**src/rtl/tsg_pkg.sv**
```systemverilog
package tsg_pkg;

  typedef enum logic [1:0] {
    MODE_IDLE    = 2'd0,
    MODE_PRESSED = 2'd1,
    MODE_HOLDING = 2'd2,
    MODE_SLIDING = 2'd3
  } mode_t;

  localparam logic [1:0] EV_PRESS   = 2'd0;
  localparam logic [1:0] EV_CALC    = 2'd1;
  localparam logic [1:0] EV_RELEASE = 2'd2;

  localparam logic [2:0] G_TAP           = 3'd0;
  localparam logic [2:0] G_HOLD          = 3'd1;
  localparam logic [2:0] G_HOLD_RELEASE  = 3'd2;
  localparam logic [2:0] G_SLIDE_MOVE    = 3'd3;
  localparam logic [2:0] G_SLIDE_RELEASE = 3'd4;

  localparam logic       REG_MOVE_THRESHOLD = 1'b0;
  localparam logic       REG_HOLD_TIME      = 1'b1;

  localparam logic [7:0]  MOVE_THRESHOLD_RST = 8'd10;
  localparam logic [15:0] HOLD_TIME_RST      = 16'd1000;
  localparam logic [7:0]  START_POSITION_RST = 8'd50;

  typedef struct packed {
    logic [1:0]  kind;
    logic [7:0]  position;
    logic [31:0] now_ms;
  } in_item_t;

  typedef struct packed {
    logic [2:0] gesture;
    logic [7:0] gesture_position;
  } out_item_t;

  typedef struct packed {
    logic [7:0]  move_threshold;
    logic [15:0] hold_time;
  } cfg_t;

  typedef struct packed {
    logic      valid;
    out_item_t item;
  } result_t;

endpackage

```
**src/rtl/tsg_cfg.sv**
```systemverilog
module tsg_cfg (
  input  logic                clk,
  input  logic                rst_n,
  input  logic                psel,
  input  logic                penable,
  input  logic                pwrite,
  input  logic [2:0]          paddr,
  input  logic [31:0]         pwdata,
  output logic [31:0]         prdata,
  output logic                pready,
  output tsg_pkg::cfg_t       cfg
);

  logic [7:0]  move_threshold_r;
  logic [15:0] hold_time_r;
  logic        wr_en;
  logic        reg_sel;

  assign pready  = 1'b1;
  assign wr_en   = psel && penable && pwrite;
  assign reg_sel = paddr[2];

  always_ff @(posedge clk) begin
    if (!rst_n) begin
      move_threshold_r <= tsg_pkg::MOVE_THRESHOLD_RST;
      hold_time_r      <= tsg_pkg::HOLD_TIME_RST;
    end else if (wr_en) begin
      unique case (reg_sel)
        tsg_pkg::REG_MOVE_THRESHOLD: move_threshold_r <= pwdata[7:0];
        tsg_pkg::REG_HOLD_TIME:      hold_time_r      <= pwdata[15:0];
        default: ;
      endcase
    end
  end

  always_comb begin
    unique case (reg_sel)
      tsg_pkg::REG_MOVE_THRESHOLD: prdata = {24'd0, move_threshold_r};
      tsg_pkg::REG_HOLD_TIME:      prdata = {16'd0, hold_time_r};
      default:                     prdata = 32'd0;
    endcase
  end

  assign cfg.move_threshold = move_threshold_r;
  assign cfg.hold_time      = hold_time_r;

endmodule

```
**src/rtl/tsg_classify.sv**
```systemverilog
module tsg_classify #(
  parameter int TIME_BITS = 32
) (
  input  logic                clk,
  input  logic                rst_n,
  input  logic                advance,
  input  logic                item_valid,
  input  tsg_pkg::in_item_t   item,
  input  tsg_pkg::cfg_t       cfg,
  output tsg_pkg::result_t    res
);

  tsg_pkg::mode_t         mode_r, mode_nxt;
  logic [7:0]             start_pos_r, start_pos_nxt;
  logic [TIME_BITS-1:0]   start_time_r, start_time_nxt;

  logic [TIME_BITS+31:0]  now_wide;
  logic [TIME_BITS-1:0]   now_t;
  logic [TIME_BITS-1:0]   elapsed;
  logic signed [9:0]      pos_delta;
  logic signed [9:0]      thr;
  logic                   far;
  logic                   near;
  logic                   hold_due;
  logic                   is_press, is_calc, is_release;

  // timestamp folded to the configured time width
  assign now_wide = {{TIME_BITS{1'b0}}, item.now_ms};
  assign now_t    = now_wide[TIME_BITS-1:0];
  assign elapsed  = now_t - start_time_r;
  assign hold_due = elapsed > {{(TIME_BITS-16){1'b0}}, cfg.hold_time};

  assign pos_delta = $signed({2'b00, item.position}) - $signed({2'b00, start_pos_r});
  assign thr  = $signed({2'b00, cfg.move_threshold});
  assign far  = (pos_delta > thr) || (pos_delta < -thr);
  assign near = (pos_delta < thr) && (pos_delta > -thr);

  assign is_press   = item_valid && (item.kind == tsg_pkg::EV_PRESS);
  assign is_calc    = item_valid && (item.kind == tsg_pkg::EV_CALC);
  assign is_release = item_valid && (item.kind == tsg_pkg::EV_RELEASE);

  always_comb begin
    mode_nxt       = mode_r;
    start_pos_nxt  = start_pos_r;
    start_time_nxt = start_time_r;
    unique case (mode_r)
      tsg_pkg::MODE_IDLE: begin
        if (is_press) begin
          mode_nxt       = tsg_pkg::MODE_PRESSED;
          start_pos_nxt  = item.position;
          start_time_nxt = now_t;
        end
      end
      tsg_pkg::MODE_PRESSED: begin
        priority if (is_calc && far) begin
          mode_nxt = tsg_pkg::MODE_SLIDING;
        end else if (is_calc && hold_due) begin
          mode_nxt = tsg_pkg::MODE_HOLDING;
        end else if (is_release) begin
          mode_nxt = tsg_pkg::MODE_IDLE;
        end else begin
          mode_nxt = mode_r;
        end
      end
      tsg_pkg::MODE_HOLDING,
      tsg_pkg::MODE_SLIDING: begin
        if (is_release) begin
          mode_nxt = tsg_pkg::MODE_IDLE;
        end
      end
      default: mode_nxt = tsg_pkg::MODE_IDLE;
    endcase
  end

  always_comb begin
    res.valid                 = 1'b0;
    res.item.gesture          = tsg_pkg::G_TAP;
    res.item.gesture_position = item.position;
    unique case (mode_r)
      tsg_pkg::MODE_IDLE: res.valid = 1'b0;
      tsg_pkg::MODE_PRESSED: begin
        res.valid        = is_release && near;
        res.item.gesture = tsg_pkg::G_TAP;
      end
      tsg_pkg::MODE_HOLDING: begin
        res.valid        = is_calc || is_release;
        res.item.gesture = is_release ? tsg_pkg::G_HOLD_RELEASE : tsg_pkg::G_HOLD;
      end
      tsg_pkg::MODE_SLIDING: begin
        res.valid        = is_calc || is_release;
        res.item.gesture = is_release ? tsg_pkg::G_SLIDE_RELEASE : tsg_pkg::G_SLIDE_MOVE;
      end
      default: res.valid = 1'b0;
    endcase
  end

  // state moves only when the event leaves the input register
  always_ff @(posedge clk) begin
    if (!rst_n) begin
      mode_r       <= tsg_pkg::MODE_IDLE;
      start_pos_r  <= tsg_pkg::START_POSITION_RST;
      start_time_r <= '0;
    end else if (advance) begin
      mode_r       <= mode_nxt;
      start_pos_r  <= start_pos_nxt;
      start_time_r <= start_time_nxt;
    end
  end

endmodule

```
**src/rtl/touch_slider_gesture_classifier.sv**
```systemverilog
// Touch slider gesture classifier: turns press, update and release events into tap, hold,
// hold release, slide move and slide release gestures. One event is taken every clock unless
// in_stall holds it while the output is stalled; an event is held in the input register,
// where the gesture state (mode, start position, start time) is evaluated and updated, and
// any gesture is then registered in the output register once the output is not stalled.
// Events that make no gesture produce no output beat. TIME_BITS sets the width of the stored
// start time and of the wrapping elapsed-time subtraction.
module touch_slider_gesture_classifier #(
  parameter int TIME_BITS = 32
) (
  input  logic                clk,
  input  logic                rst_n,
  input  logic                in_valid,
  output logic                in_stall,
  input  tsg_pkg::in_item_t   in_data,
  output logic                out_valid,
  input  logic                out_stall,
  output tsg_pkg::out_item_t  out_data,
  input  logic                psel,
  input  logic                penable,
  input  logic                pwrite,
  input  logic [2:0]          paddr,
  input  logic [31:0]         pwdata,
  output logic [31:0]         prdata,
  output logic                pready
);

  tsg_pkg::cfg_t      cfg;
  tsg_pkg::result_t   res;
  tsg_pkg::in_item_t  in_item_r;
  tsg_pkg::out_item_t out_item_r;
  logic               in_valid_r;
  logic               out_valid_r;
  logic               advance;
  logic               in_take;

  assign advance  = !out_valid_r || !out_stall;
  assign in_stall = in_valid_r && !advance;
  assign in_take  = in_valid && !in_stall;

  tsg_cfg u_cfg (
    .clk     (clk),
    .rst_n   (rst_n),
    .psel    (psel),
    .penable (penable),
    .pwrite  (pwrite),
    .paddr   (paddr),
    .pwdata  (pwdata),
    .prdata  (prdata),
    .pready  (pready),
    .cfg     (cfg)
  );

  tsg_classify #(
    .TIME_BITS (TIME_BITS)
  ) u_classify (
    .clk        (clk),
    .rst_n      (rst_n),
    .advance    (advance),
    .item_valid (in_valid_r),
    .item       (in_item_r),
    .cfg        (cfg),
    .res        (res)
  );

  always_ff @(posedge clk) begin
    if (!rst_n) begin
      in_valid_r <= 1'b0;
    end else if (in_take) begin
      in_valid_r <= 1'b1;
    end else if (advance) begin
      in_valid_r <= 1'b0;
    end
  end

  always_ff @(posedge clk) begin
    if (in_take) begin
      in_item_r <= in_data;
    end
  end

  always_ff @(posedge clk) begin
    if (!rst_n) begin
      out_valid_r <= 1'b0;
    end else if (advance) begin
      out_valid_r <= res.valid;
    end
  end

  always_ff @(posedge clk) begin
    if (advance) begin
      out_item_r <= res.item;
    end
  end

  assign out_valid = out_valid_r;
  assign out_data  = out_item_r;

endmodule

```
**config.mk**
```make
export PLATFORM = sky130hd
export DESIGN_NAME = touch_slider_gesture_classifier
export DESIGN_NICKNAME = d
export VERILOG_FILES = /design/src/rtl/tsg_pkg.sv /design/src/rtl/tsg_cfg.sv /design/src/rtl/tsg_classify.sv /design/src/rtl/touch_slider_gesture_classifier.sv
export SDC_FILE = /design/constraint.sdc
export NUM_CORES = 1
export LEC_CHECK = 0
export BUFFER_PORTS_ARGS = -buffer_cell sky130_fd_sc_hd__buf_2
export CORE_MARGIN = 3
export CORE_UTILIZATION = 60
export DETAILED_ROUTE_END_ITERATION = 8
export GPL_ROUTABILITY_DRIVEN = 0
export PLACE_DENSITY = 0.84
export SYNTH_ARGS = -nofsm -noshare
export SYNTH_HDL_FRONTEND = slang
export SYNTH_SLANG_ARGS = --single-unit
```
**constraint.sdc**
```tcl
create_clock -name clk -period 9.1 [get_ports clk]
set_input_delay 1.365 -clock clk [delete_from_list [all_inputs] [get_ports clk]]
set_output_delay 1.365 -clock clk [all_outputs]
set_load 0.02 [all_outputs]
```
# --- Word level (Yosys, flattened, before mapping) ---
# Cells that the tools add are included.
totals:
  register_bits: 121
  wordCells: 65
  in_bits: 84
classes:
  reduce_logical: 26
  bitwise_logic: 1
  add_sub_neg: 3
  n_lt_le_gt_ge: 5
  eq_ne: 6
  mux: 12
ops:
  columns: ["cell", "count"]
  rows:
  - ["$pmux W32 S2", 1]
  - ["$gt A32 B16 Y1", 1]
  - ["$sub A32 B32 Y32", 1]
  - ["$logic_and A1 B1 Y1", 11]
  - ["$gt A10 B10 Y1", 1]
  - ["$gt A10 B9 Y1", 1]
  - ["$lt A10 B10 Y1", 1]
  - ["$lt A10 B9 Y1", 1]
  - ["$mux W2", 5]
  - ["$neg A8 Y10", 1]
  - ["$sub A8 B8 Y9", 1]
  - ["$eq A2 B2 Y1 const B", 3]
  - ["$pmux W2 S3", 1]
  - ["$pmux W3 S2", 1]
  - ["$reduce_and A2 Y1", 3]
  - ["$eq A2 B1 Y1 const B", 2]
  - ["$logic_not A1 Y1", 4]
  - ["$logic_not A2 Y1", 2]
  - ["$logic_or A1 B1 Y1", 3]
  - ["$mux W3", 1]
  - ["$pmux W1 S3", 1]
  - ["$reduce_and A3 Y1", 1]
  - ["$mux W1", 2]
  - ["$ne A2 B1 Y1 const B", 1]
  - ["3 further kinds", 3]

# --- Logic depth before layout (Yosys ltp) ---
# Gate-level depths: netlist (run 1).
logic_depth:
  depth_word: 7
  ltp_mapped: 19
  ltp_nobuf: 19

# --- Hierarchy ---
# Synthesis (run 1) repeated with hierarchy kept, for this count alone.
hier_totals:
  cells_unflattened: 908
  hier_area_um2: 8086.5
by_module_without_submodules:
  columns: ["mod", "seq_area_each_um2", "cells_per_inst", "instances", "area_each_um2"]
  rows:
  - ["tsg_classify", 840.8, 708, 1, 5119.9]
  - ["touch_slider_gesture_classifier", 1631.6, 61, 1, 1671.6]
  - ["tsg_cfg", 480.5, 139, 1, 1295.0]

# --- Worst setup path before layout (run 1) ---
# No wires, ideal clock.
synth_timing:
  kind: "input port to flip-flop"
  start: "input out_stall"
  end: "register in_item_r[0] (netlist bit) (enable)"
  path_buffers: 0
  stages: 2
  arrival_time_ns: 3.535
  slack_ns: 5.119
  required_time_ns: 8.654
  path_cell_list: "and3_1 > nor2b_1"
synth_between:
  elab_chain_len: 6
synth_rtl:
  columns: ["item", "line_no", "text"]
  rows:
  - ["start, declared", "touch_slider_gesture_classifier.sv:17", "input logic out_stall,"]
  - ["$logic_not A1 Y1", "touch_slider_gesture_classifier.sv:37", "assign advance = !out_valid_r || !out_stall;"]
  - ["$logic_or A1 B1 Y1", "touch_slider_gesture_classifier.sv:37", null]
  - ["$logic_not A1 Y1", "touch_slider_gesture_classifier.sv:38", "assign in_stall = in_valid_r && !advance;"]
  - ["$logic_and A1 B1 Y1", "touch_slider_gesture_classifier.sv:38", null]
  - ["$logic_not A1 Y1", "touch_slider_gesture_classifier.sv:39", "assign in_take = in_valid && !in_stall;"]
  - ["$logic_and A1 B1 Y1", "touch_slider_gesture_classifier.sv:39", null]
  - ["net in_take", "touch_slider_gesture_classifier.sv:35", "logic in_take;"]
  - ["end signal, assigned", "touch_slider_gesture_classifier.sv:78", "in_item_r <= in_data;"]
  - ["end, declared", "touch_slider_gesture_classifier.sv:30", "tsg_pkg::in_item_t in_item_r;"]
# The timed path passes the listed nets, and every way through them passes these cells.
# A chain may end at the register's enable or synchronous reset.

# --- Final worst setup path (run 1) ---
layout_timing:
  start: "register in_item_r[0] (netlist bit)"
  end: "register u_classify.mode_r[1]"
layout_between:
  elab_chain_len: 6
layout_rtl:
  columns: ["item", "line_no", "text"]
  rows:
  - ["$sub A32 B32 Y32", "tsg_classify.sv:30", "assign elapsed = now_t - start_time_r;"]
  - ["$gt A32 B16 Y1", "tsg_classify.sv:31", "assign hold_due = elapsed > {{(TIME_BITS-16){1'b0}}, cfg.hold_time};"]
  - ["$logic_and A1 B1 Y1", "tsg_classify.sv:57", "end else if (is_calc && hold_due) begin"]
  - ["$mux W2", "tsg_classify.sv:57", null]
  - ["$mux W2", "tsg_classify.sv:55", "priority if (is_calc && far) begin"]
  - ["$pmux W2 S3", "tsg_classify.sv:46", "unique case (mode_r)"]
  - ["end signal, assigned", "tsg_classify.sv:100", "mode_r <= tsg_pkg::MODE_IDLE;"]
  - ["end signal, assigned", "tsg_classify.sv:104", "mode_r <= mode_nxt;"]
  - ["end, declared", "tsg_classify.sv:13", "tsg_pkg::mode_t mode_r, mode_nxt;"]
# No other way between the ends.

==> metrics.log, run 1 <==
INFO  metric status = finished, final reports clean
INFO  metric synth_largest_type_area_fraction = 20.32%
INFO  metric clkSinkCount = 121
INFO  metric post_route_setup_tns = 0 ns
INFO  metric maxCapViolations = 0
INFO  metric worst_ir_drop_vdd = 162.5 uV
INFO  metric yosysTopAreaCell = sky130_fd_sc_hd__edfxtp_1
INFO  metric final_layout_size_suffix_gt1_share = 13.75%
INFO  metric antenna_cells = 0
INFO  metric grt.total_usage = 24.24%
INFO  metric place_hpwl = 12670 microns
INFO  metric worst-path-max-fanout = 4
INFO  metric syn_area_per_cell = 8.626 sq um
INFO  metric dpl_worst_slack = 4.733 ns
INFO  metric die-height = 120.3 microns
INFO  metric critPathTopFamily = compound AO/OA/AOI/OAI gates
INFO  metric timing.hold.worst.start = u_classify.start_time_r[17]
INFO  metric postSynthRegisterBits = 121
INFO  metric overall_die_area = 14460 sq um
INFO  metric timing.hold.worst.class = reg -> reg
INFO  metric cpMaxStageDelayCell = sky130_fd_sc_hd__nor4_1
INFO  metric first_global_vias = 6071
INFO  metric clk_pin_slew_worst_paths = 0.05 ns
INFO  metric core_area = 12670 sq um
INFO  metric worst-setup-path-type = reg -> reg
INFO  metric synth_enable_flop_cells = 53
INFO  metric yosysUniqueCellTypes = 62
INFO  metric largest_net_degree_at_the_start_of_global_routing = 69
INFO  metric floorplan.initialDensity = 61.81%
INFO  metric nFillCells = 990
INFO  metric yosys_warnings = 0
INFO  metric cts-htree-levels = 4
INFO  metric worst_r2r_startpoint = in_item_r[0]
INFO  metric grt_overflow = 0
INFO  metric hold_path_end = u_classify.start_time_r[17]
INFO  metric period_share = 48.45%
INFO  metric timing.critical_path.arrival = 4.71 ns
INFO  metric timing.slew.headroom = 41.36%
INFO  metric io_pins = 130
INFO  metric critical_path.startpoint_type = register
INFO  metric worstRegToRegCells = 18
INFO  metric syn-cell-area = 7833 sq um
INFO  metric vias = 6614
INFO  metric finalNetCount = 1150
INFO  metric std_cell_rows = 41
INFO  metric syn_inst = 908
INFO  metric crit_path_time_final = 4.409 ns
INFO  metric endpoint_kind = register
INFO  metric detailedRoute.firstPassIterationCount = 6
INFO  metric post_route_utilization = 70.83%
INFO  metric cts_tree = done
INFO  metric post_synthesis_share_of_cell_area_spent_on_xor_and_xnor_gates = 3.578%
INFO  metric detail_route.wl_per_cell = 14.66 microns
INFO  metric clock.fmax = 226.8 MHz
INFO  metric pins_over_slew_limit = 0
INFO  metric required = 9.40 ns
INFO  metric setup_repair_after_global_routing_missed_its_margin = no
INFO  metric antenna_violations_before_repair = 0
INFO  metric cts-hold-fix-buffers = 0
INFO  metric path_cells = inv_1 -> ha_1 -> fa_1 -> nand2b_1 -> a21o_1 -> a21oi_1 -> nor2b_1 -> o21bai_1 -> a21oi_1 -> xnor2_1 -> ha_1 -> nand4_1 -> nor4_1 -> or3b_2 -> o2111ai_1 -> a2111oi_2 -> nand4_1 -> o311a_1
INFO  metric multiplexer_share_of_the_synthesized_area = 0.5112%
INFO  metric clockRootBuffer = sky130_fd_sc_hd__clkbuf_16
INFO  metric area_added_between_synthesis_and_finish = 14.58%
INFO  metric clkLatencyLatePin = 0.42 ns
INFO  metric fin_area = 8975 sq um
INFO  metric cts_inserted_buffers = 17
INFO  metric critPathBufInv = 1
INFO  metric total_of_cells_resized_after_clock_tree_synthesis = 0
INFO  metric final_antenna_net_count = 0
INFO  metric synth_seq_area_share = 37.70%
INFO  metric route.detailed.vias_per_inst = 5.624
INFO  metric final-setup-viol-count = 0
INFO  metric p_leak = 3.720 nW
INFO  metric synth_simple_gate_area_share = 17.16%
INFO  metric detailed_place.area = 8364 sq um
INFO  metric dieWidth = 120.3 microns
INFO  metric finClkSkew = 0.007862 ns
INFO  metric synth-compound-area-share = 21.39%
INFO  metric clock_path_buffers = 2
INFO  metric finalHoldViolCount = 0
INFO  metric powerDensity = 183.7 nW/um^2
INFO  metric drc = 0
INFO  metric drt_first_iter_violations = 449
INFO  metric cts_setup_buffers = 0
INFO  metric port-buffer-count = 94
INFO  metric adder_cell_area_share_of_the_yosys_netlist = 12.17%
INFO  metric synth.area.top_cells = sky130_fd_sc_hd__edfxtp_1 (20%), sky130_fd_sc_hd__dfxtp_1 (17%), sky130_fd_sc_hd__ha_1 (12%), sky130_fd_sc_hd__nand2_1 (7.7%), sky130_fd_sc_hd__a21boi_0 (5.2%)
INFO  metric dominantRegCellSynth = sky130_fd_sc_hd__dfxtp_1
INFO  metric synth_top_family_by_area = compound AO/OA/AOI/OAI gates
INFO  metric worst_slew_pin_slew = 0.8749 ns
INFO  metric final_critical_path_setup_slack = 4.691 ns
INFO  metric timing.reg2reg.setup_slack = 4.69 ns
INFO  metric drt_wl_total = 17240 microns
INFO  metric crit-reg2reg-capture = u_classify.mode_r[1]
INFO  metric crit_path_max_incr_delay = 0.46 ns
INFO  metric whs_path_depth = 2
INFO  metric async_reset_ff_share = 0%
INFO  metric grt_first_pass_wirelength = 28190 microns
==> per-stage QoR <==
stage	hold WS, ns	instances	total power, W
global placement	0.4505	1144	0.0009505
detailed placement	0.4576	1144	0.0009580
floorplan	0.4435	923	0.0008818
CTS	0.4646	1176	0.001653
finish	0.4606	1176	0.001649
global route	0.4912	1176	0.001725
==> cells in the final DEF (no fill, tap or decap), drive strengths merged, types with 15 or more instances in the layout <==
master / count
nand2: 161
buf: 99
inv: 83
ha: 73
dfxtp: 68
a21boi: 55
edfxtp: 53
a21oi: 45
nor2: 42
o21ai: 35
a21o: 28
xnor2: 21
nand4: 21
clkbuf: 21
conb: 17
nor3: 16
o211ai: 15
nand3: 15
==> worst reg2reg max path: stages (launching register included) <==
cell                        delay [ns]
sky130_fd_sc_hd__edfxtp_1         0.36
sky130_fd_sc_hd__inv_1            0.05
sky130_fd_sc_hd__ha_1             0.22
sky130_fd_sc_hd__fa_1             0.39
sky130_fd_sc_hd__nand2b_1         0.19
sky130_fd_sc_hd__a21o_1           0.19
sky130_fd_sc_hd__a21oi_1          0.29
sky130_fd_sc_hd__nor2b_1          0.13
sky130_fd_sc_hd__o21bai_1         0.14
sky130_fd_sc_hd__a21oi_1          0.09
sky130_fd_sc_hd__xnor2_1          0.16
sky130_fd_sc_hd__ha_1             0.28
sky130_fd_sc_hd__nand4_1          0.10
sky130_fd_sc_hd__nor4_1           0.46
sky130_fd_sc_hd__or3b_2           0.21
sky130_fd_sc_hd__o2111ai_1        0.14
sky130_fd_sc_hd__a2111oi_2        0.29
sky130_fd_sc_hd__nand4_1          0.20
sky130_fd_sc_hd__o311a_1          0.39
==> cell type report <==
cell class | count | area, sq um | share of cell area (%)
Inverter | 85 | 319.1 | 3.555
Clock inverter | 11 | 150.1 | 1.673
Multi-Input combinational cell | 667 | 4369 | 48.68
Tap cell | 172 | 215.2 | 2.398
Clock buffer | 21 | 460.4 | 5.130
Sequential cell | 121 | 2953 | 32.90
Timing Repair Buffer | 99 | 508.0 | 5.660
==> kinds of logic (layout without fill, tap and decap cells) <==
group,Yosys count,after routing
mux,4,4
fa+ha+maj,75,75
compound gates,239,239
flops,121,121
xor+xnor,32,32
simple gates,300,300
other cells,2,17
buf+inv,135,216
==> cell usage after synthesis (16+ instances only) <==
| cell | instances |
|---|---|
| sky130_fd_sc_hd__xnor2_1 | 21 |
| sky130_fd_sc_hd__clkbuf_1 | 26 |
| sky130_fd_sc_hd__nor3_1 | 16 |
| sky130_fd_sc_hd__dfxtp_1 | 68 |
| sky130_fd_sc_hd__ha_1 | 73 |
| sky130_fd_sc_hd__edfxtp_1 | 53 |
| sky130_fd_sc_hd__buf_4 | 17 |
| sky130_fd_sc_hd__nor2_1 | 42 |
| sky130_fd_sc_hd__a21o_1 | 28 |
| sky130_fd_sc_hd__inv_1 | 83 |
| sky130_fd_sc_hd__nand2_1 | 161 |
| sky130_fd_sc_hd__a21boi_0 | 54 |
| sky130_fd_sc_hd__a21oi_1 | 43 |
| sky130_fd_sc_hd__nand4_1 | 21 |
| sky130_fd_sc_hd__o21ai_0 | 28 |
==> per-layer routing <==
metal	GRT usage, %	vias to the layer above	wire, microns
met4	7.790	0	333
li1	-	3323	-
met5	0	-	0
met2	40.78	236	8288
met3	5.893	29	1110
met1	30.90	3026	7503
==> worst max path at each step <==
stage	startpoint	endpoint	depth (start not counted)
2_1_floorplan	out_stall	in_item_r[0]	2
4_1_cts	in_item_r[0]	u_classify.mode_r[1]	18
5_1_grt	in_item_r[0]	u_classify.mode_r[1]	18
6_report	in_item_r[0]	u_classify.mode_r[1]	18
3_5_place_dp	in_item_r[0]	u_classify.mode_r[1]	18
3_3_place_gp	in_item_r[0]	u_classify.mode_r[1]	18
==> state kept, by name, indices dropped and copies added (netlist names) <==
| register | cells |
|---|---|
| u_cfg.move_threshold_r | 8 |
| in_valid_r | 1 |
| u_classify.mode_r | 2 |
| out_data | 11 |
| u_cfg.hold_time_r | 16 |
| in_item_r | 42 |
| out_valid | 1 |
| u_classify.start_time_r | 32 |
| u_classify.start_pos_r | 8 |
==> where the power goes <==
part           leakage, nW  internal [W]  switching [W]
Sequential            1.08      0.000596      0.0000161
Clock                0.301      0.000466       0.000227
Combinational         2.34      0.000140       0.000202
Total                 3.72       0.00120       0.000446
Note: power is estimated with default switching activity, not from simulation.
==> run 2: changes to the inputs <==
Settings changed: CORE_UTILIZATION 60 to 52, PLACE_DENSITY 0.84 to 0.77.
Clock period 9.1 ns to 3.9 ns, I/O delays scaled along.
==> run 2 against run 1 <==
Compared with the run above:
- global-route usage down 2.4 points
- critical path depth down 1
- sequential share of layout area down 0.84 points
- die area up 15%
- highest routed layer unchanged
- routed wire length up 2.4%
- non-clock buffer count up 22
- combinational power up 150%
- register-to-register slack worse by 4.7 ns
==> metrics.log, run 2 (synthesis results as in run 1) <==
INFO  metric timing.hold.worst.start = in_data[0]
INFO  metric final_antenna_net_count = 0 (unchanged)
INFO  metric final_layout_size_suffix_gt1_share = 16.86% (+3.1 points)
INFO  metric timing.reg2reg.setup_slack = 0.02 ns (-4.67 ns)
INFO  metric worst_ir_drop_vdd = 404.4 uV (+150%)
INFO  metric die-height = 128.7 microns (+7.0%)
INFO  metric clock.fmax = 257.9 MHz (+14%)
INFO  metric cts-htree-levels = 4 (unchanged)
INFO  metric cts_inserted_buffers = 17 (unchanged)
INFO  metric worstRegToRegCells = 17 (-1)
INFO  metric worst_slew_pin_slew = 0.6303 ns (-0.2446 ns)
INFO  metric port-buffer-count = 94 (unchanged)
INFO  metric post_route_utilization = 62.89% (-7.9 points)
INFO  metric status = finished, final reports clean
INFO  metric clkSinkCount = 121 (unchanged)
INFO  metric fin_area = 9210 sq um (+2.6%)
INFO  metric ff_latch_area = 2953 sq um (unchanged)
INFO  metric route.detailed.vias_per_inst = 5.488 (-2.4%)
INFO  metric timing.critical_path.arrival = 4.18 ns (-0.53 ns)
INFO  metric std_cell_rows = 44 (+7.3%)
INFO  metric crit_path_time_final = 3.877 ns (-0.5322 ns)
INFO  metric io_pins = 130 (unchanged)
INFO  metric worst_r2r_startpoint = in_item_r[4]
INFO  metric grt_overflow = 0 (unchanged)
INFO  metric detail_route.wl_per_cell = 14.59 microns (-0.43%)
INFO  metric worst-path-max-fanout = 4 (unchanged)
INFO  metric clkLatencyLatePin = 0.42 ns (about the same)
INFO  metric hold_path_end = in_item_r[0]
INFO  metric detailedRoute.firstPassIterationCount = 5 (-1)
INFO  metric whs_path_depth = 1 (-1)
INFO  metric vias = 6641 (+0.41%)
INFO  metric cts_tree = done
INFO  metric drt_wl_total = 17660 microns (+2.4%)
INFO  metric required = 4.20 ns (-5.20 ns)
INFO  metric antenna_cells = 0 (unchanged)
INFO  metric final-setup-viol-count = 0 (unchanged)
INFO  metric antenna_violations_before_repair = 0 (unchanged)
INFO  metric maxCapViolations = 0 (unchanged)
INFO  metric biggestRegsByFlops = in_item_r: 42 flops, u_classify.start_time_r: 32 flops, u_cfg.hold_time_r: 16 flops
INFO  metric drc = 0 (unchanged)
INFO  metric endpoint_kind = register
INFO  metric finClkSkew = 0.01003 ns (+0.002171 ns)
INFO  metric setup_repair_after_global_routing_missed_its_margin = yes
INFO  metric place_hpwl = 13160 microns (+3.9%)
INFO  metric overall_die_area = 16570 sq um (+15%)
INFO  metric period_share = 99.41% (+51 points)
INFO  metric timing.slew.headroom = 57.83% (+16 points)
INFO  metric first_global_vias = 6279 (+3.4%)
INFO  metric dieWidth = 128.7 microns (+7.0%)
INFO  metric clock_path_buffers = 2 (unchanged)
INFO  metric multiInputGateArea = 4427 sq um (+1.3%)
INFO  metric final_critical_path_setup_slack = 0.02299 ns (-4.668 ns)
INFO  metric core_area = 14640 sq um (+16%)
INFO  metric cts-hold-fix-buffers = 0 (unchanged)
INFO  metric finalNetCount = 1172 (+1.9%)
INFO  metric largest_net_degree_at_the_start_of_global_routing = 47 (-32%)
INFO  metric floorplan.initialDensity = 53.49% (-8.3 points)
INFO  metric placed_cells = 1177 (+2.9%)
INFO  metric mostFrequentLayoutCell = sky130_fd_sc_hd__nand2_1
INFO  metric clk_pin_slew_worst_paths = 0.06 ns (about the same)
INFO  metric critical_path.startpoint_type = register
INFO  metric drt_first_iter_violations = 433 (-3.6%)
INFO  metric regMostFlops = in_item_r
INFO  metric powerDensity = 420.0 nW/um^2 (+130%)
INFO  metric mostFrequentLayoutCells = sky130_fd_sc_hd__nand2_1 (161), sky130_fd_sc_hd__buf_2 (94), sky130_fd_sc_hd__inv_1 (83), sky130_fd_sc_hd__ha_1 (71), sky130_fd_sc_hd__dfxtp_1 (68)
INFO  metric grt.total_usage = 21.83% (-2.4 points)
INFO  metric clockRootBuffer = sky130_fd_sc_hd__clkbuf_16
INFO  metric finish.cell_count_without_fillers = 1210 (+2.9%)
INFO  metric worst-setup-path-type = reg -> reg
INFO  metric finalHoldViolCount = 0 (unchanged)
INFO  metric timing.hold.worst.class = in -> reg
INFO  metric nFillCells = 1259 (+27%)
INFO  metric largest_register_ffs = 42 (unchanged)
INFO  metric dpl_worst_slack = -0.1447 ns (-4.878 ns)
INFO  metric area_added_between_synthesis_and_finish = 17.59%
INFO  metric pins_over_slew_limit = 0 (unchanged)
INFO  metric detailed_place.area = 8537 sq um (+2.1%)
INFO  metric p_leak = 3.835 nW (+3.1%)
INFO  metric grt_first_pass_wirelength = 29170 microns (+3.5%)
INFO  metric crit-reg2reg-capture = u_classify.mode_r[1]
==> run 2: worst max path at each step <==
stage / start / to / slack, ns / cells past startpoint
2_1_floorplan: in_item_r[0] / u_classify.mode_r[1] / 0.13 / 18
3_3_place_gp: in_item_r[0] / u_classify.mode_r[1] / -0.10 / 18
3_5_place_dp: in_item_r[0] / u_classify.mode_r[1] / -0.14 / 18
4_1_cts: in_item_r[0] / u_classify.mode_r[1] / 0.009 / 17
5_1_grt: in_item_r[0] / u_classify.mode_r[1] / -0.25 / 18
6_report: in_item_r[4] / u_classify.mode_r[1] / 0.02 / 17
==> run 2: area by class of cell <==
type,instances,share of cell area (%)
tap,184,2.500
timing repair buffer,121,7.309
inverter,85,3.464
multi-input combinational,667,48.06
clock inverter,6,0.5977
clock buffer,26,6.005
sequential,121,32.06
==> run 2: power breakdown <==
part | internal (W) | switching (W) | total (W)
Clock | 0.00104 | 0.000551 | 0.00159
Combinational | 0.000358 | 0.000494 | 0.000853
Sequential | 0.00139 | 0.0000386 | 0.00143
==> run 2: stage by stage <==
stage	total power (W)	hold WS [ns]	setup TNS (ns)
floorplan	0.002058	0.4435	0
global placement	0.002250	0.4502	-0.1049
detailed placement	0.002269	0.4575	-0.1447
CTS	0.003874	0.3176	0
global route	0.004052	0.3193	-0.4199
finish	0.003869	0.3355	0
==> run 2: layer usage <==
layer / wire length [microns] / global-route usage, % / vias to the layer above
li1: - / - / 3372
met1: 8074 / 27.96 / 3064
met2: 8327 / 36.55 / 182
met3: 937 / 4.774 / 23
met4: 317 / 7.536 / 0
met5: 0 / 0 / -
==> run 2: worst max-delay path, stage by stage (launching register included) <==
cell                        delay [ns]
sky130_fd_sc_hd__edfxtp_1         0.44
sky130_fd_sc_hd__ha_4             0.31
sky130_fd_sc_hd__o211ai_1         0.08
sky130_fd_sc_hd__a21oi_1          0.21
sky130_fd_sc_hd__o21ai_2          0.10
sky130_fd_sc_hd__buf_4            0.14
sky130_fd_sc_hd__o21ai_1          0.17
sky130_fd_sc_hd__xor2_1           0.23
sky130_fd_sc_hd__ha_1             0.29
sky130_fd_sc_hd__a21o_1           0.17
sky130_fd_sc_hd__a21o_1           0.18
sky130_fd_sc_hd__a21oi_1          0.13
sky130_fd_sc_hd__o21ai_0          0.09
sky130_fd_sc_hd__or3b_4           0.24
sky130_fd_sc_hd__o2111ai_2        0.12
sky130_fd_sc_hd__a2111oi_2        0.34
sky130_fd_sc_hd__nand4_1          0.20
sky130_fd_sc_hd__o311a_1          0.32
==> run 2: repair_timing <==
item | in CTS | in global routing
setup endpoints to repair | 2 | 2
pin swaps | 9 | 1
setup buffers | 0 | 1
gates resized for setup | 6 | 7
==> run 3: changes to the inputs <==
Clock period 3.9 ns to 3.5 ns, I/O delays scaled along.
==> run 3 against run 2 <==
Compared with the run above:
- largest power group is now sequential cells
- final area rose by 1.8%
- critical path type unchanged
- critical endpoint unchanged
- highest routed layer unchanged
- register-to-register slack got worse by 0.35 ns
- combinational power rose by 17%
- first-iteration DRC count fell by 16%
- via count rose by 1.8%
- the run now ends with negative setup slack left
==> metrics.log, run 3 (synthesis results as in run 1) <==
INFO  metric critPathTopFamily = compound AO/OA/AOI/OAI gates
INFO  metric status = complete, but fails checks
INFO  metric comb_power_share = 24.2% (+2.2 points)
INFO  metric final-setup-viol-count = 2 (+2)
INFO  metric first_global_vias = 6340 (+0.97%)
INFO  metric worst_ir_drop_vdd = 554.8 uV (+37%)
INFO  metric cts-htree-levels = 4 (unchanged)
INFO  metric fin_area = 9376 sq um (+1.8%)
INFO  metric grt_overflow = 0 (unchanged)
INFO  metric std_cell_rows = 44 (unchanged)
INFO  metric drc = 0 (unchanged)
INFO  metric worstRegToRegCells = 15 (-2)
INFO  metric io_pins = 130 (unchanged)
INFO  metric final_layout_size_suffix_gt1_share = 20.11% (+3.3 points)
INFO  metric detailedRoute.firstPassIterationCount = 5 (unchanged)
INFO  metric largest_net_degree_at_the_start_of_global_routing = 51 (+8.5%)
INFO  metric finClkSkew = 0.007426 ns (-0.002607 ns)
INFO  metric critical_path.startpoint_type = register
INFO  metric crit_path_max_incr_delay = 0.41 ns (-0.03 ns)
INFO  metric p_leak = 3.926 nW (+2.4%)
INFO  metric timing.hold.worst.start = in_data[30]
INFO  metric grt.total_usage = 21.97% (+0.14 points)
INFO  metric switching_share = 30.30% (+2.3 points)
INFO  metric maxCapViolations = 0 (unchanged)
INFO  metric dieWidth = 128.7 microns (unchanged)
INFO  metric regMostFlops = in_item_r
INFO  metric finish.cell_count_without_fillers = 1238 (+2.3%)
INFO  metric finalNetCount = 1200 (+2.4%)
INFO  metric place_hpwl = 13400 microns (+1.8%)
INFO  metric period_share = 109.3% (+9.9 points)
INFO  metric floorplan.initialDensity = 53.49% (unchanged)
INFO  metric cts-hold-fix-buffers = 0 (unchanged)
INFO  metric crit_path_time_final = 3.824 ns (-0.05286 ns)
INFO  metric timing.hold.worst.class = in -> reg
INFO  metric route.detailed.vias_per_inst = 5.459 (-0.54%)
INFO  metric worst-setup-path-type = reg -> reg
INFO  metric placed_cells = 1195 (+1.5%)
INFO  metric path_depth = 15 (-2)
INFO  metric power.share.clock = 37.4% (-3.6 points)
INFO  metric clock.fmax = 261.5 MHz (+1.4%)
INFO  metric overall_die_area = 16570 sq um (unchanged)
INFO  metric final_antenna_net_count = 0 (unchanged)
INFO  metric area_added_between_synthesis_and_finish = 19.71%
INFO  metric finalPower = 0.004145 W (+7.1%)
INFO  metric crit-reg2reg-capture = u_classify.mode_r[1]
INFO  metric endpoint_kind = register
INFO  metric drt_first_iter_violations = 364 (-16%)
INFO  metric critPathBufInv = 1 (unchanged)
INFO  metric clockRootBuffer = sky130_fd_sc_hd__clkbuf_16
INFO  metric worst_r2r_startpoint = in_item_r[4]
INFO  metric detailed_place.area = 8692 sq um (+1.8%)
INFO  metric die-height = 128.7 microns (unchanged)
INFO  metric hold_path_end = in_item_r[30]
INFO  metric worst_slew_pin_slew = 0.6453 ns (+0.01501 ns)
INFO  metric failed_checks = negative setup slack
INFO  metric drt_wl_total = 17740 microns (+0.44%)
INFO  metric power.net_switching = 0.001256 W (+16%)
INFO  metric clkSinkCount = 121 (unchanged)
INFO  metric cellInternalPower = 0.002889 W (+3.8%)
INFO  metric seqPwrFrac = 38.4% (+1.5 points)
INFO  metric core_area = 14640 sq um (unchanged)
INFO  metric grt_first_pass_wirelength = 29510 microns (+1.2%)
INFO  metric antenna_cells = 0 (unchanged)
INFO  metric required = 3.80 ns (-0.40 ns)
INFO  metric clk_pin_slew_worst_paths = 0.06 ns (about the same)
INFO  metric vias = 6758 (+1.8%)
INFO  metric mostFrequentLayoutCells = sky130_fd_sc_hd__nand2_1 (161), sky130_fd_sc_hd__buf_2 (94), sky130_fd_sc_hd__inv_1 (83), sky130_fd_sc_hd__ha_1 (71), sky130_fd_sc_hd__dfxtp_1 (68)
INFO  metric largest_register_ffs = 42 (unchanged)
INFO  metric timing.slew.headroom = 56.82% (-1.0 points)
INFO  metric biggestRegsByFlops = in_item_r: 42 flops, u_classify.start_time_r: 32 flops, u_cfg.hold_time_r: 16 flops
INFO  metric port-buffer-count = 94 (unchanged)
INFO  metric dpl_worst_slack = -0.3143 ns (-0.1696 ns)
INFO  metric timing.critical_path.arrival = 4.13 ns (-0.05 ns)
INFO  metric powerDensity = 442.0 nW/um^2 (+5.2%)
INFO  metric clkLatencyLatePin = 0.42 ns (about the same)
INFO  metric cpMaxStageDelayCell = sky130_fd_sc_hd__edfxtp_1
INFO  metric pins_over_slew_limit = 0 (unchanged)
INFO  metric cts_tree = done
INFO  metric nFillCells = 1249 (-0.79%)
INFO  metric timing.reg2reg.setup_slack = -0.32 ns (-0.35 ns)
INFO  metric setup_repair_after_global_routing_missed_its_margin = yes
INFO  metric path_cells = ha_1 -> o211ai_1 -> a21oi_2 -> o21ai_2 -> o31a_1 -> buf_4 -> xnor2_1 -> ha_1 -> a21o_1 -> a21o_1 -> a211oi_2 -> o2111ai_2 -> a2111oi_2 -> nand4_1 -> o311a_1
INFO  metric mostFrequentLayoutCell = sky130_fd_sc_hd__nand2_1
INFO  metric final_critical_path_setup_slack = -0.3242 ns (-0.3471 ns)
INFO  metric finalHoldViolCount = 0 (unchanged)
INFO  metric clock_path_buffers = 2 (unchanged)
INFO  metric detail_route.wl_per_cell = 14.33 microns (-1.8%)
INFO  metric cts_inserted_buffers = 17 (unchanged)
INFO  metric antenna_violations_before_repair = 0 (unchanged)
INFO  metric worst-path-max-fanout = 4 (unchanged)
INFO  metric whs_path_depth = 1 (unchanged)
==> run 3: area by class of cell <==
type	instances	area (sq um)	area share [%]
clock buffers	17	425.4	4.537
clock inverters	15	105.1	1.121
flip-flops and latches	121	2953	31.49
inverters	85	319.1	3.403
multi-input cells	667	4461	47.57
repair buffers	149	883.3	9.421
well taps	184	230.2	2.455
==> run 3: power by group through the flow <==
stage	clock [W]	sequential [W]	combinational (W)
after floorplan	0	0.00162	0.000679
after global placement	0	0.00162	0.000920
after detailed placement	0	0.00162	0.000941
after CTS	0.00158	0.00159	0.000958
after global routing	0.00165	0.00160	0.00113
final	0.00155	0.00159	0.00100
==> run 3: layer usage <==
layer | GRT usage, % | share of wire [%] | vias up
met5 | 0 | 0 | -
met4 | 8.030 | 2.4 | 0
met3 | 5.521 | 4.4 | 40
met2 | 35.70 | 47 | 162
met1 | 28.41 | 46 | 3129
li1 | - | - | 3427
==> run 3: how the worst max path moves through the flow <==
| stage | startpoint | slack, ns | end |
|---|---|---|---|
| 6_report | in_item_r[4] | -0.32 | u_classify.mode_r[1] |
| 5_1_grt | in_item_r[4] | -0.50 | u_classify.mode_r[1] |
| 4_1_cts | in_item_r[0] | -0.23 | u_classify.mode_r[1] |
| 3_5_place_dp | in_item_r[4] | -0.31 | u_classify.mode_r[1] |
| 3_3_place_gp | in_item_r[4] | -0.21 | u_classify.mode_r[1] |
| 2_1_floorplan | in_item_r[0] | -0.05 | u_classify.mode_r[1] |
==> run 3: what timing repair did <==
action / CTS / global route
pin swaps: 6 / 6
gates resized for setup: 7 / 12
setup buffers: 1 / 10
endpoints found under the setup margin: 3 / 3
==> run 3: through the flow <==
stage / utilization (%) / setup TNS, ns / hold WS [ns]
floorplan: - / -0.05057 / 0.4435
global placement: 59.36 / -0.2655 / 0.4498
detailed placement: 59.36 / -0.4824 / 0.4569
CTS: 63.18 / -0.3538 / 0.2584
global route: 64.03 / -0.9975 / 0.2499
finish: 64.03 / -0.5495 / 0.2790
==> run 3: worst reg2reg max path: cells and delay by family, from the launching register on <==
kind | cells | cell delay (ns)
compound gates | 10 | 2.13
simple gates | 1 | 0.20
xor+xnor | 1 | 0.19
fa+ha+maj | 2 | 0.62
flops | 1 | 0.41
buf+inv | 1 | 0.15
